==> config.mk <==
export PLATFORM = sky130hd
export DESIGN_NAME = zigzag_scan_order_generator_unit_flat
export DESIGN_NICKNAME = d
export VERILOG_FILES = /design/src/zzsg_pkg.sv /design/src/zzsg_chan_if.sv /design/src/zigzag_scan_order_generator_unit.sv /design/src/flat_wrapper.sv
export SDC_FILE = /design/constraint.sdc
export NUM_CORES = 1
export LEC_CHECK = 0
export ABC_AREA = 1
export BUFFER_PORTS_ARGS = -buffer_cell sky130_fd_sc_hd__clkbuf_2
export CAP_MARGIN = 10
export CORE_ASPECT_RATIO = 1.5
export CORE_MARGIN = 2
export CORE_UTILIZATION = 55
export DETAILED_ROUTE_END_ITERATION = 10
export PLACE_DENSITY_LB_ADDON = 0.3
export SLEW_MARGIN = 20
export SYNTH_ARGS = -nofsm -noshare
export SYNTH_HDL_FRONTEND = slang
export SYNTH_SLANG_ARGS = --single-unit
export TNS_END_PERCENT = 10
==> constraint.sdc <==
create_clock -name clk -period 8.55 [get_ports clk]
set_input_delay 1.71 -clock clk [delete_from_list [all_inputs] [get_ports clk]]
set_output_delay 1.71 -clock clk [all_outputs]
set_load 0.005 [all_outputs]
==> src/zzsg_pkg.sv <==
`timescale 1ns / 1ps

package zzsg_pkg;

    // default largest grid side
    localparam int MAX_DIM_DEF = 64;

    // fixed field widths
    localparam int CFG_DATA_W = 7;
    localparam int CFG_IDX_W  = 1;
    localparam int COL_W      = 6;
    localparam int ROW_W      = 6;
    localparam int ADDR_W     = 12;
    localparam int IDX_W      = 12;

    // register indexes
    localparam logic [CFG_IDX_W-1:0] CFG_IDX_SCAN_WIDTH  = 1'b0;
    localparam logic [CFG_IDX_W-1:0] CFG_IDX_SCAN_HEIGHT = 1'b1;

    // grid side after reset
    localparam logic [CFG_DATA_W-1:0] DIM_RESET = 7'd8;

    typedef struct packed {
        logic [CFG_IDX_W-1:0]  index;
        logic [CFG_DATA_W-1:0] data;
    } zzsg_cfg_t;

    typedef struct packed {
        logic restart;
    } zzsg_in_t;

    typedef struct packed {
        logic [COL_W-1:0]  column;
        logic [ROW_W-1:0]  row;
        logic [ADDR_W-1:0] raster_address;
        logic [IDX_W-1:0]  scan_index;
        logic              last;
    } zzsg_out_t;

endpackage

==> src/zzsg_chan_if.sv <==
`timescale 1ns / 1ps

interface zzsg_chan_if #(
    parameter type payload_t = logic
) ();
    logic     valid;
    logic     ready;
    payload_t payload;

    modport source (output valid, output payload, input ready);
    modport sink   (input valid, input payload, output ready);
endinterface

==> src/zigzag_scan_order_generator_unit.sv <==
// the result of an accepted request is held in the output register until it is taken
// throughput: one request per cycle while the receiver takes results, set by the single next-cell and address stage
// the output register frees up in the same cycle its result is taken, so no bubbles
// reset: width and height go to 8, the walk is parked with the next request at (0,0)
// no clearing pass and no memories, the block is ready straight out of reset
`timescale 1ns / 1ps

module zigzag_scan_order_generator_unit #(
    parameter int MAX_DIM = zzsg_pkg::MAX_DIM_DEF
) (
    input  logic        clk,
    input  logic        rst_n,
    zzsg_chan_if.sink   cfg,
    zzsg_chan_if.sink   in_chan,
    zzsg_chan_if.source out_chan
);

    // coordinate width, and width that holds the side length itself
    localparam int CRD_W = $clog2(MAX_DIM);
    localparam int DIM_W = $clog2(MAX_DIM + 1);
    // width for clamping the raw register value
    localparam int CLP_W = (DIM_W > zzsg_pkg::CFG_DATA_W) ? DIM_W : zzsg_pkg::CFG_DATA_W;
    // widths for address and coordinate outputs before trimming to field widths
    localparam int AFW   = ((CRD_W + DIM_W) > zzsg_pkg::ADDR_W) ?
                           (CRD_W + DIM_W) : zzsg_pkg::ADDR_W;
    localparam int CW    = (CRD_W > zzsg_pkg::COL_W) ? CRD_W : zzsg_pkg::COL_W;
    localparam int RW    = (CRD_W > zzsg_pkg::ROW_W) ? CRD_W : zzsg_pkg::ROW_W;

    // configuration registers
    logic [zzsg_pkg::CFG_DATA_W-1:0] scan_width_reg;
    logic [zzsg_pkg::CFG_DATA_W-1:0] scan_height_reg;

    // walk state: the last cell handed out
    logic [CRD_W-1:0]           cur_col_reg;
    logic [CRD_W-1:0]           cur_row_reg;
    logic                       going_dl_reg;
    logic [zzsg_pkg::IDX_W-1:0] count_reg;
    logic                       scan_done_reg;

    // result register
    logic                out_valid_reg;
    zzsg_pkg::zzsg_out_t out_reg;

    // handshakes
    logic cfg_acc;
    logic in_acc;
    logic out_acc;

    // clamped dimensions
    logic [CLP_W-1:0] w_ext;
    logic [CLP_W-1:0] h_ext;
    logic [CLP_W-1:0] w_clp;
    logic [CLP_W-1:0] h_clp;
    logic [DIM_W-1:0] dim_w;
    logic [DIM_W-1:0] dim_h;
    logic [DIM_W-1:0] dim_w_m1;
    logic [DIM_W-1:0] dim_h_m1;
    logic [CRD_W-1:0] xmax;
    logic [CRD_W-1:0] ymax;

    // next cell
    logic                       fresh;
    logic                       wrap;
    logic [CRD_W-1:0]           step_col;
    logic [CRD_W-1:0]           step_row;
    logic                       step_dl;
    logic [CRD_W-1:0]           cur_col_next;
    logic [CRD_W-1:0]           cur_row_next;
    logic                       going_dl_next;
    logic [zzsg_pkg::IDX_W-1:0] count_next;
    logic                       is_last;
    logic [AFW-1:0]             addr_full;
    logic [CW-1:0]              col_ext;
    logic [RW-1:0]              row_ext;
    zzsg_pkg::zzsg_out_t        out_next;

    assign cfg.ready     = 1'b1;
    assign cfg_acc       = cfg.valid && cfg.ready;
    // the result register empties in the same cycle it is taken
    assign in_chan.ready = !out_valid_reg || out_chan.ready;
    assign in_acc        = in_chan.valid && in_chan.ready;
    assign out_chan.valid   = out_valid_reg;
    assign out_chan.payload = out_reg;
    assign out_acc       = out_valid_reg && out_chan.ready;

    // zero acts as one, anything beyond the largest side acts as the largest side
    assign w_ext = CLP_W'(scan_width_reg);
    assign h_ext = CLP_W'(scan_height_reg);

    always_comb
    begin
        w_clp = w_ext;
        if (w_ext == '0)
        begin
            w_clp = CLP_W'(1);
        end
        else if (w_ext > CLP_W'(MAX_DIM))
        begin
            w_clp = CLP_W'(MAX_DIM);
        end
        h_clp = h_ext;
        if (h_ext == '0)
        begin
            h_clp = CLP_W'(1);
        end
        else if (h_ext > CLP_W'(MAX_DIM))
        begin
            h_clp = CLP_W'(MAX_DIM);
        end
    end

    assign dim_w    = w_clp[DIM_W-1:0];
    assign dim_h    = h_clp[DIM_W-1:0];
    assign dim_w_m1 = dim_w - DIM_W'(1);
    assign dim_h_m1 = dim_h - DIM_W'(1);
    assign xmax     = dim_w_m1[CRD_W-1:0];
    assign ymax     = dim_h_m1[CRD_W-1:0];

    // one zigzag step from the current cell
    always_comb
    begin
        step_col = cur_col_reg;
        step_row = cur_row_reg;
        step_dl  = going_dl_reg;
        wrap     = 1'b0;
        if (going_dl_reg)
        begin
            if ((cur_col_reg != '0) && (cur_row_reg < ymax))
            begin
                // carry on down-left
                step_col = cur_col_reg - CRD_W'(1);
                step_row = cur_row_reg + CRD_W'(1);
            end
            else
            begin
                // diagonal ends: down, or right on the bottom row
                if (cur_row_reg < ymax)
                begin
                    step_row = cur_row_reg + CRD_W'(1);
                end
                else if (cur_col_reg < xmax)
                begin
                    step_col = cur_col_reg + CRD_W'(1);
                end
                else
                begin
                    wrap = 1'b1;
                end
                step_dl = 1'b0;
            end
        end
        else
        begin
            if ((cur_col_reg < xmax) && (cur_row_reg != '0))
            begin
                // carry on up-right
                step_col = cur_col_reg + CRD_W'(1);
                step_row = cur_row_reg - CRD_W'(1);
            end
            else
            begin
                // diagonal ends: right, or down on the right column
                if (cur_col_reg < xmax)
                begin
                    step_col = cur_col_reg + CRD_W'(1);
                end
                else if (cur_row_reg < ymax)
                begin
                    step_row = cur_row_reg + CRD_W'(1);
                end
                else
                begin
                    wrap = 1'b1;
                end
                step_dl = 1'b1;
            end
        end
    end

    // a restart request, a finished scan or a fresh configuration start over at (0,0)
    assign fresh = in_chan.payload.restart || scan_done_reg || wrap;

    always_comb
    begin
        if (fresh)
        begin
            cur_col_next  = '0;
            cur_row_next  = '0;
            going_dl_next = 1'b0;
            count_next    = '0;
        end
        else
        begin
            cur_col_next  = step_col;
            cur_row_next  = step_row;
            going_dl_next = step_dl;
            count_next    = count_reg + zzsg_pkg::IDX_W'(1);
        end
    end

    assign is_last   = (cur_col_next == xmax) && (cur_row_next == ymax);
    // raster address, one multiply and an add
    assign addr_full = (AFW'(cur_row_next) * AFW'(dim_w)) + AFW'(cur_col_next);
    assign col_ext   = CW'(cur_col_next);
    assign row_ext   = RW'(cur_row_next);

    always_comb
    begin
        out_next.column         = col_ext[zzsg_pkg::COL_W-1:0];
        out_next.row            = row_ext[zzsg_pkg::ROW_W-1:0];
        out_next.raster_address = addr_full[zzsg_pkg::ADDR_W-1:0];
        out_next.scan_index     = count_next;
        out_next.last           = is_last;
    end

    // configuration and walk state
    always_ff @(posedge clk or negedge rst_n)
    begin
        if (!rst_n)
        begin
            scan_width_reg  <= zzsg_pkg::DIM_RESET;
            scan_height_reg <= zzsg_pkg::DIM_RESET;
            cur_col_reg     <= '0;
            cur_row_reg     <= '0;
            going_dl_reg    <= 1'b0;
            count_reg       <= '0;
            scan_done_reg   <= 1'b1;
        end
        else
        begin
            if (in_acc)
            begin
                cur_col_reg   <= cur_col_next;
                cur_row_reg   <= cur_row_next;
                going_dl_reg  <= going_dl_next;
                count_reg     <= count_next;
                scan_done_reg <= is_last;
            end
            // any write to a listed register forces a new scan
            if (cfg_acc)
            begin
                case (cfg.payload.index)
                    zzsg_pkg::CFG_IDX_SCAN_WIDTH:
                    begin
                        scan_width_reg <= cfg.payload.data;
                        scan_done_reg  <= 1'b1;
                    end
                    zzsg_pkg::CFG_IDX_SCAN_HEIGHT:
                    begin
                        scan_height_reg <= cfg.payload.data;
                        scan_done_reg   <= 1'b1;
                    end
                    default:
                    begin
                        scan_done_reg <= scan_done_reg;
                    end
                endcase
            end
        end
    end

    // result valid flag
    always_ff @(posedge clk or negedge rst_n)
    begin
        if (!rst_n)
        begin
            out_valid_reg <= 1'b0;
        end
        else if (in_acc)
        begin
            out_valid_reg <= 1'b1;
        end
        else if (out_acc)
        begin
            out_valid_reg <= 1'b0;
        end
    end

    // result payload, no reset needed
    always_ff @(posedge clk)
    begin
        if (in_acc)
        begin
            out_reg <= out_next;
        end
    end

    // an accepted request always leaves a result waiting
    a_result_follows: assert property (@(posedge clk) disable iff (!rst_n)
        in_acc |=> out_valid_reg)
        else $error("accepted request left no result");

    // a restart request always yields the origin with scan index zero
    a_restart_origin: assert property (@(posedge clk) disable iff (!rst_n)
        in_acc && in_chan.payload.restart |=>
            (out_reg.column == '0) && (out_reg.row == '0) && (out_reg.scan_index == '0))
        else $error("restart did not yield the origin");

    // the scan-finished flag tracks the last flag of the result just produced, unless a register is written
    a_done_tracks_last: assert property (@(posedge clk) disable iff (!rst_n)
        in_acc && !cfg_acc |=> scan_done_reg == out_reg.last)
        else $error("scan finished flag out of step with result");

    // while a scan is live the current cell stays inside the grid
    a_cell_in_grid: assert property (@(posedge clk) disable iff (!rst_n)
        !scan_done_reg |-> (cur_col_reg <= xmax) && (cur_row_reg <= ymax))
        else $error("walk left the grid");

endmodule

==> src/flat_wrapper.sv <==
// flat-port wrapper written by rule: the top's interface ports become plain ports
module zigzag_scan_order_generator_unit_flat 
#(
    parameter int MAX_DIM = zzsg_pkg::MAX_DIM_DEF
)
  (clk, rst_n, cfg_valid, cfg_payload, cfg_ready, in_chan_valid, in_chan_payload, in_chan_ready, out_chan_valid, out_chan_payload, out_chan_ready);
  zzsg_chan_if #(.payload_t(zzsg_pkg::zzsg_cfg_t)) cfg_i ();
  zzsg_chan_if #(.payload_t(zzsg_pkg::zzsg_in_t)) in_chan_i ();
  zzsg_chan_if #(.payload_t(zzsg_pkg::zzsg_out_t)) out_chan_i ();
  input  logic clk;
  input  logic rst_n;
  input wire logic [$bits(cfg_i.valid)-1:0] cfg_valid;
  input wire logic [$bits(cfg_i.payload)-1:0] cfg_payload;
  output wire logic [$bits(cfg_i.ready)-1:0] cfg_ready;
  input wire logic [$bits(in_chan_i.valid)-1:0] in_chan_valid;
  input wire logic [$bits(in_chan_i.payload)-1:0] in_chan_payload;
  output wire logic [$bits(in_chan_i.ready)-1:0] in_chan_ready;
  output wire logic [$bits(out_chan_i.valid)-1:0] out_chan_valid;
  output wire logic [$bits(out_chan_i.payload)-1:0] out_chan_payload;
  input wire logic [$bits(out_chan_i.ready)-1:0] out_chan_ready;
  assign cfg_i.valid = cfg_valid;
  assign cfg_i.payload = cfg_payload;
  assign cfg_ready = cfg_i.ready;
  assign in_chan_i.valid = in_chan_valid;
  assign in_chan_i.payload = in_chan_payload;
  assign in_chan_ready = in_chan_i.ready;
  assign out_chan_valid = out_chan_i.valid;
  assign out_chan_payload = out_chan_i.payload;
  assign out_chan_i.ready = out_chan_ready;
  zigzag_scan_order_generator_unit #(.MAX_DIM(MAX_DIM)) u_core (.clk(clk), .rst_n(rst_n), .cfg(cfg_i), .in_chan(in_chan_i), .out_chan(out_chan_i));
endmodule
## Yosys cells after proc, flatten, opt, wreduce, memory -nomap -nowiden

Index checks and enable logic that the tools add are counted.

| word-level totals | value |
|---|---|
| flip-flop bits (word level) | 78 |
| input bits | 14 |
| output and inout port bits | 40 |
| logic and storage cells | 78 |

| cells by class | value |
|---|---|
| equal/unequal tests | 2 |
| bitwise operators | 1 |
| add/subtract/negate cells | 8 |
| multiplexer cells | 32 |
| $lt $le $gt $ge | 4 |
| reductions and logical operators | 17 |
| $mul | 1 |

Operators with widths:

| kind | number |
|---|---|
| two-way mux 6 bit | 14 |
| subtractor 6 x 1 -> 6 bit (second input constant) | 4 |
| two-way mux 1 bit | 15 |
| > comparator 7 bit (second input constant) | 2 |
| logical NOT 7 bit | 2 |
| two-way mux 7 bit | 2 |
| adder 12 x 1 -> 12 bit (second input constant) | 1 |
| adder 12 x 6 -> 12 bit | 1 |
| adder 6 x 1 -> 6 bit (second input constant) | 2 |
| equality test 6 bit | 2 |
| less-than comparator 6 bit | 2 |
| multiplier 6 x 7 -> 12 bit | 1 |
| two-way mux 12 bit | 1 |
| nonzero test 6 bit | 2 |
| logical AND 1 bit | 5 |
| AND reduction 2 bit | 2 |
| nonzero test 2 bit | 2 |
| logical OR 1 bit | 3 |
| logical NOT 1 bit | 1 |
| NOT 1 bit | 1 |

## Longest topological paths before layout

Gate-level depths: netlist of run 1.

| logic depth | value |
|---|---|
| word-level depth | 15 |
| mapped depth | 44 |

## Worst setup path before layout of run 1

Ideal clock, no wire load.

| path | value |
|---|---|
| path type | flip-flop to flip-flop |
| from | register u_core.scan_width_reg[2] (netlist name) |
| to | register u_core.out_reg, in the netlist u_core.out_chan.payload[24], data pin |
| path slack | 2.056 ns |
| arrival time | 6.231 ns |
| data required time | 8.287 ns |
| cell stages (with the launch flop) | 44 |
| cell sequence | dfrtp_1 inv_2 nand2_1 nor2_2 nand2_1 nand2_1 inv_1 nor2_1 inv_1 ha_1 inv_1 nor2_1 nand2_1 xor2_1 inv_1 ha_1 nand2_1 nor2_1 (+8 left out) nand2_1 fa_1 inv_1 ha_1 inv_1 fa_1 fa_1 inv_1 ha_1 a21oi_1 inv_1 a31oi_1 o31ai_1 a21oi_1 nor2_1 nor2_1 xnor2_1 xor2_1 |

| between the ends | value |
|---|---|
| longest elaborated chain between the ends | 13 |
| elaborated cells between the ends (all ways) | 26 |
| classes of those cells | 2 x add/sub; 1 x mul; 2 x order compare; 18 x mux; 3 x reduce/logical |

RTL lines:

| item | line | source |
|---|---|---|
| start: declaration | zigzag_scan_order_generator_unit.sv:30 | `logic [zzsg_pkg::CFG_DATA_W-1:0] scan_width_reg;` |
| start signal: assignment | zigzag_scan_order_generator_unit.sv:221 | `scan_width_reg <= zzsg_pkg::DIM_RESET;` |
| start signal: assignment | zigzag_scan_order_generator_unit.sv:245 | `scan_width_reg <= cfg.payload.data;` |
| > comparator 7 bit | zigzag_scan_order_generator_unit.sv:97 | `else if (w_ext > CLP_W'(MAX_DIM))` |
| two-way mux 7 bit | zigzag_scan_order_generator_unit.sv:97 |  |
| two-way mux 7 bit * | zigzag_scan_order_generator_unit.sv:93 | `if (w_ext == '0)` |
| subtractor 6 x 1 -> 6 bit * | zigzag_scan_order_generator_unit.sv:114 | `assign dim_w_m1 = dim_w - DIM_W'(1);` |
| less-than comparator 6 bit * | zigzag_scan_order_generator_unit.sv:141, zigzag_scan_order_generator_unit.sv:154, zigzag_scan_order_generator_unit.sv:163 |  |
| two-way mux 1 bit | zigzag_scan_order_generator_unit.sv:141 | `else if (cur_col_reg < xmax)` |
| two-way mux 1 bit | zigzag_scan_order_generator_unit.sv:137 | `if (cur_row_reg < ymax)` |
| two-way mux 1 bit | zigzag_scan_order_generator_unit.sv:128 | `if ((cur_col_reg != '0) && (cur_row_reg < ymax))` |
| two-way mux 1 bit | zigzag_scan_order_generator_unit.sv:126 | `if (going_dl_reg)` |
| logical OR 1 bit | zigzag_scan_order_generator_unit.sv:181 | `assign fresh = in_chan.payload.restart \|\| scan_done_reg \|\| wrap;` |
| two-way mux 6 bit * | zigzag_scan_order_generator_unit.sv:185 | `if (fresh)` |
| via u_core.cur_row_next[0] | zigzag_scan_order_generator_unit.sv:68 | `logic [CRD_W-1:0] cur_row_next;` |
| multiplier 6 x 7 -> 12 bit * | zigzag_scan_order_generator_unit.sv:203 | `assign addr_full = (AFW'(cur_row_next) * AFW'(dim_w)) + AFW'(cur_col_next);` |
| adder 12 x 6 -> 12 bit * | zigzag_scan_order_generator_unit.sv:203 |  |
| via u_core.addr_full[11] | zigzag_scan_order_generator_unit.sv:72 | `logic [AFW-1:0] addr_full;` |
| end signal: assignment | zigzag_scan_order_generator_unit.sv:284 | `out_reg <= out_next;` |
| end: declaration | zigzag_scan_order_generator_unit.sv:42 | `zzsg_pkg::zzsg_out_t out_reg;` |

The timed path passes the listed nets; every way through them passes the cells marked *.
A chain may end at the register's enable or synchronous reset.

## Worst setup path in the final report of run 1

Ends and elaborated chain as after synthesis.

==> impl_metrics.py, run 1 <==
metrics = {
    "routing": {
        "drc": 0,
        "wire_per_inst_um": 14.1,
        "ant_nets": 0,
        "vias": 4925,
        "first_iter_violations": 261,
        "via_per_inst": 5.18,
        "dr.pass1.iters": 5,
        "routed_wirelength_um": 13400,
    },
    "cells_and_area": {
        "final_area_um2": 6700,
        "final_nets": 882,
        "area_growth_pct": 10.0,
        "largest_reg_flops": 37,
        "final_cells": 950,
        "diodes": 0,
        "final_layout_size_suffix_gt1_share_pct": 14.8,
    },
    "hold_path": {
        "hold_path.class": "reg2reg",
        "hp-start": "u_core.h_ext[2]",
    },
    "setup_path": {
        "cp-startpoint": "u_core.scan_width_reg[2]",
        "path_buf_inv": 11,
        "start_kind": "flip-flop",
        "crit_path_end_kind": "flip-flop",
        "crit_required_ns": 8.63,
        "arrival_ns": 7.50,
        "crit_fanout": 15,
        "crit_family": "adder cells",
        "cpMaxStageDelayCell": "fa_1",
        "critPathKind": "reg2reg",
        "critPathMaxStageDelay_ns": 0.52,
        "crit_top_cell": "inv_1",
        "rr_startpoint": "u_core.scan_width_reg[2]",
    },
    "logic_synthesis": {
        "syn_area_um2": 6090,
        "avgSynthCellArea_um2": 8.11,
        "synth_nets": 835,
        "ys_ff_latch": 78,
        "synthArstFlopShare_pct": 52.6,
        "synth_edf_count": 37,
        "yosysSeqAreaShare_pct": 35.1,
        "synth_cell_types": 44,
        "yosysWarnings": 0,
        "synth_cells": 751,
        "synthFlopType": "dfrtp_1",
    },
    "floorplanning": {
        "io_pins": 54,
        "core-area_um2": 10900,
        "die_area_um2": 12000,
        "die_w_um": 89.9,
        "placementRows": 47,
        "die_h_um": 133,
        "initial_utilization_pct": 55.7,
    },
    "timing": {
        "relSlewSlack_pct": 36.3,
        "hold_ws_ns": 0.491,
        "post-route-min-period_ns": 7.43,
        "finalMaxSlewViolations": 0,
        "setup_tns_ns": 0,
        "final-hold-violation-count": 0,
        "fmax_mhz": 135,
        "setup_viol": 0,
        "tightest_slew_ns": 0.955,
        "grt_setup_unrepaired": "false",
        "fin_crit_sh_pct": 86.9,
        "skew_ns": 0.00640,
    },
    "global_route": {
        "first_global_vias": 4903,
        "grt_pass1_wl_um": 22800,
        "grt_max_degree": 63,
        "track_usage_pct": 23.8,
        "antenna_found_initial": 0,
        "gr-total-overflow": 0,
    },
    "place": {
        "dp_hpwl_um": 10600,
        "routabilityCongestion": 0.940,
        "place_area_um2": 6440,
        "io_buffers": 52,
        "post-place-cells": 934,
    },
    "power_and_ir_drop": {
        "irDropWorstVdd_v": 0.000130,
        "power.density_nw_per_um2": 159,
        "p_leak_uw": 0.00349,
    },
    "flow_run": {
        "drv_cap": 0,
    },
    "cts": {
        "ctsHoldBuffers": 0,
        "h-tree-depth": 3,
        "cts_buffers": 9,
        "cts_setup_buffers": 0,
        "root_buffer": "clkbuf_16",
        "clock_latency_ns": 0.34,
        "cts_num_sinks": 78,
        "tritoncts": "yes",
        "cts_buffer_depth": 2,
        "path_clk_slew_ns": 0.06,
        "post_cts_resized": 0,
    },
    "outcome": {
        "status": "finished clean",
    },
}
[layer usage]
metal / GRT usage [%] / vias up / wire length [um]
li1: - / 2475 / -
met1: 27.0 / 2286 / 5220
met2: 44.1 / 131 / 7150
met3: 2.73 / 33 / 499
met4: 11.8 / 0 / 512
met5: 0 / - / 0
[per-stage QoR]
| step | util [%] | setup WS [ns] | total power [uW] |
|---|---|---|---|
| 2_1_floorplan | - | 2.06 | 654 |
| 3_3_place_gp | 58.9 | 1.44 | 722 |
| 3_5_place_dp | 58.9 | 1.21 | 728 |
| 4_1_cts | 61.3 | 1.18 | 1070 |
| 5_1_grt | 61.3 | 0.409 | 1130 |
| 6_report | 61.3 | 1.12 | 1060 |
[cells by family after synthesis]
group | share of synthesized area (%)
other | 0.0616
AO/OA/AOI/OAI | 7.80
XOR/XNOR | 4.89
adder cells (fa/ha/maj) | 17.2
AND/OR/NAND/NOR | 25.1
flip-flops | 35.1
buffers and inverters | 9.84
[worst paths after layout]
kind / slack [ns] / depth (start not counted) / endpoint
max reg2reg: 1.12 / 41 / u_core.out_chan.payload[24]
max: 1.12 / 41 / u_core.out_chan.payload[24]
min in group asynchronous: 1.51 / 1 / u_core.count_reg[1]
max in group asynchronous: 6.46 / 1 / u_core.h_ext[5]
min reg2reg: 0.49 / 2 / u_core.h_ext[2]
min: 0.49 / 2 / u_core.h_ext[2]
[cells in the mapped netlist, types with 4 or more instances]
master / count / area [um2]
buf_6: 4 / 45.0
nand2_2: 11 / 68.8
nor3_1: 8 / 40.0
xor2_1: 28 / 245
edfxtp_1: 37 / 1110
dfrtp_1: 38 / 951
xnor2_1: 6 / 52.6
nor2_1: 81 / 304
inv_1: 117 / 439
nand2_4: 7 / 78.8
nand4_1: 6 / 37.5
ha_1: 47 / 588
clkbuf_1: 7 / 26.3
buf_2: 4 / 20.0
a21oi_1: 17 / 85.1
o21ai_0: 49 / 245
nand3_1: 44 / 220
nand3_2: 5 / 50.1
fa_1: 23 / 460
nand2_1: 168 / 631
inv_2: 12 / 45.0
[worst register-to-register path: cells and delay by family, from the launching register on]
kind / cells / cell delay [ns]
AO/OA/AOI/OAI: 5 / 1.04
flip-flops: 1 / 0.39
buffers and inverters: 11 / 1.05
adder cells (fa/ha/maj): 7 / 2.63
XOR/XNOR: 3 / 0.45
AND/OR/NAND/NOR: 15 / 1.63
[final cells by class]
class                   count  area, um2
fillers                  1023       4240
multi-input cells         525       3350
flip-flops and latches     78       2140
inverters                 132        502
repair buffers             52        260
clock buffers              12        236
well taps                 147        184
clock inverters             4       26.3
[where the power goes]
group          internal [uW]  leakage [uW]  switching (uW)  total [uW]
Clock                    196      0.000127             146         342
Sequential               422      0.000908            20.1         443
Combinational           90.9       0.00246             189         280
[cells in the final DEF, fill, tap and decap left out, types with 23 or more instances in the layout]
master / count
inv_1: 117
nand3_1: 44
nand2_1: 168
clkbuf_2: 51
xor2_1: 28
dfrtp_1: 38
fa_1: 23
nor2_1: 81
edfxtp_1: 37
ha_1: 47
o21ai_0: 49
Note: power is estimated with default switching activity, not from simulation.
==> inputs of run 2 (changes only) <==
- CELL_PAD_IN_SITES_DETAIL_PLACEMENT: unset -> 1
- CELL_PAD_IN_SITES_GLOBAL_PLACEMENT: unset -> 2
- CORE_UTILIZATION: 55 -> 37
==> run 2 against run 1 <==
Effect of this change: core utilization shrank 19 points; global-route usage is 2.9 points lower; routed wire length rose by 27%; first-iteration DRC count shrank 38%; register-to-register slack got worse by 0.23 ns; final cell count up 6.4%; fmax is 3.0% lower; worst setup slack worse by 0.23 ns; hold slack improved by 0.0075 ns; sequential share of layout area down 0.55 points; final area is 1.7% higher; non-clock buffer count is 2 higher; critical endpoint unchanged.
==> impl_metrics.py, run 2 (synthesis results as in run 1) <==
metrics = {
    "cts": {
        "h-tree-depth": 3,
        "cts_buffers": 9,
        "cts_setup_buffers": 0,
        "tritoncts": "yes",
        "post_cts_resized": 0,
        "ctsHoldBuffers": 0,
        "path_clk_slew_ns": 0.06,
        "root_buffer": "clkbuf_16",
        "cts_num_sinks": 78,
        "clock_latency_ns": 0.35,
        "cts_buffer_depth": 2,
    },
    "hold_path": {
        "hp-start": "u_core.scan_width_reg[4]",
        "hold_path.class": "reg2reg",
    },
    "setup_path": {
        "critPathKind": "reg2reg",
        "crit_top_cell": "inv_1",
        "critPathMaxStageDelay_ns": 0.52,
        "crit_fanout": 9,
        "arrival_ns": 7.75,
        "crit_required_ns": 8.64,
        "start_kind": "flip-flop",
        "crit_path_end_kind": "flip-flop",
        "cpMaxStageDelayCell": "fa_1",
        "cp-startpoint": "u_core.scan_width_reg[2]",
        "rr_startpoint": "u_core.scan_width_reg[2]",
    },
    "global_route": {
        "grt_pass1_wl_um": 27900,
        "track_usage_pct": 20.9,
        "first_global_vias": 5527,
        "antenna_found_initial": 0,
        "grt_max_degree": 63,
        "gr-total-overflow": 0,
    },
    "timing": {
        "post-route-min-period_ns": 7.66,
        "setup_viol": 0,
        "fmax_mhz": 131,
        "setup_tns_ns": 0,
        "finalMaxSlewViolations": 0,
        "tightest_slew_ns": 0.971,
        "relSlewSlack_pct": 35.2,
        "skew_ns": 0.00930,
        "fin_crit_sh_pct": 89.6,
        "grt_setup_unrepaired": "false",
        "final-hold-violation-count": 0,
    },
    "cells_and_area": {
        "area_growth_pct": 11.9,
        "layout_common_cells": "nand2_1 (168), inv_1 (117), nor2_1 (81)",
        "final_nets": 884,
        "final_cells": 1011,
        "final_common_cell": "nand2_1",
        "multi_input_area_um2": 3350,
        "diodes": 0,
        "final_layout_size_suffix_gt1_share_pct": 15.3,
        "final-seq-area_um2": 2140,
        "num-fill-cells": 1994,
        "largest_reg_flops": 37,
    },
    "routing": {
        "vias": 5064,
        "first_iter_violations": 162,
        "ant_nets": 0,
        "drc": 0,
        "dr.pass1.iters": 4,
        "routed_wirelength_um": 16900,
        "via_per_inst": 5.01,
        "wire_per_inst_um": 16.7,
    },
    "place": {
        "io_buffers": 52,
        "dp_hpwl_um": 13400,
        "routabilityCongestion": 0.819,
        "post-place-cells": 995,
    },
    "floorplanning": {
        "initial_utilization_pct": 37.6,
        "die_h_um": 161,
        "die_area_um2": 17500,
        "io_pins": 54,
        "core-area_um2": 16200,
        "die_w_um": 109,
        "placementRows": 57,
    },
    "power_and_ir_drop": {
        "irDropWorstVdd_v": 0.000111,
        "clkPwrFrac_pct": 34.4,
        "p_leak_uw": 0.00352,
        "p_int_uw": 738,
        "seqPwrFrac_pct": 39.6,
        "sw_frac_of_total_pct": 34.2,
        "power.density_nw_per_um2": 165,
        "pwr-share-comb_pct": 26.1,
        "p_total_uw": 1120,
        "netSwitchingPower_uw": 385,
    },
    "outcome": {
        "status": "finished clean",
    },
    "flow_run": {
        "drv_cap": 0,
    },
}
==> run 2: cell count changes in the layout (fill, tap and decap cells not counted) <==
cell / delta
clkinv_2: +1
buf_4: +2
clkbuf_1: -3
buf_2: -1
bufinv_16: +1
clkinv_1: +1
clkbuf_2: +1
==> run 2: layout make-up <==
class | count | share of cell area (%)
multi-input cells | 525 | 49.2
flip-flops and latches | 78 | 31.4
inverters | 132 | 7.36
repair buffers | 54 | 4.04
well taps | 206 | 3.78
clock buffers | 9 | 3.30
clock inverters | 7 | 0.954
==> run 2: metal layers <==
metal	up-vias	part of all wire [%]	global-route usage, %
met3	29	2.5	3.03
met5	-	0	0
met2	84	56	39.6
met1	2489	39	22.7
li1	2462	-	-
met4	0	3.0	8.33
==> run 2: power by group through the flow <==
stage	Clock (uW)	Sequential [uW]	Combinational, uW
2_1_floorplan	0	443	212
3_3_place_gp	0	451	287
3_5_place_dp	0	452	295
4_1_cts	398	445	297
5_1_grt	413	448	335
6_report	386	444	293
==> run 2: per-stage QoR <==
stage	area (um2)	hold WS (ns)	setup slack, ns	utilization [%]
global route	6820	0.526	0.313	42.1
global placement	6530	0.478	1.10	40.3
finish	6820	0.499	0.890	42.1
floorplan	6090	0.453	2.06	-
detailed placement	6530	0.491	0.888	40.3
CTS	6820	0.503	0.872	42.1
==> run 2: path summary, 6_finish.rpt <==
kind | endpoint | slack [ns] | cells after the start
worst max-delay path | u_core.out_chan.payload[24] | 0.89 | 43
worst min-delay path | u_core.scan_width_reg[4] | 0.50 | 2
worst max register to register | u_core.out_chan.payload[24] | 0.89 | 43
max in group asynchronous | u_core.scan_width_reg[1] | 6.68 | 2
worst min register to register | u_core.scan_width_reg[4] | 0.50 | 2
min in group asynchronous | u_core.cur_col_reg[2] | 1.46 | 2
==> run 2: critical path, delay by kind of cell, from the launching register on <==
kind,cells,cell delay [ns]
AOI/OAI and AO/OA,4,0.70
xor gates and xnor gates,3,0.49
adders and majority gates,7,2.65
buffers and inverters,11,1.00
DFF,1,0.39
and+or+nand+nor,18,2.15
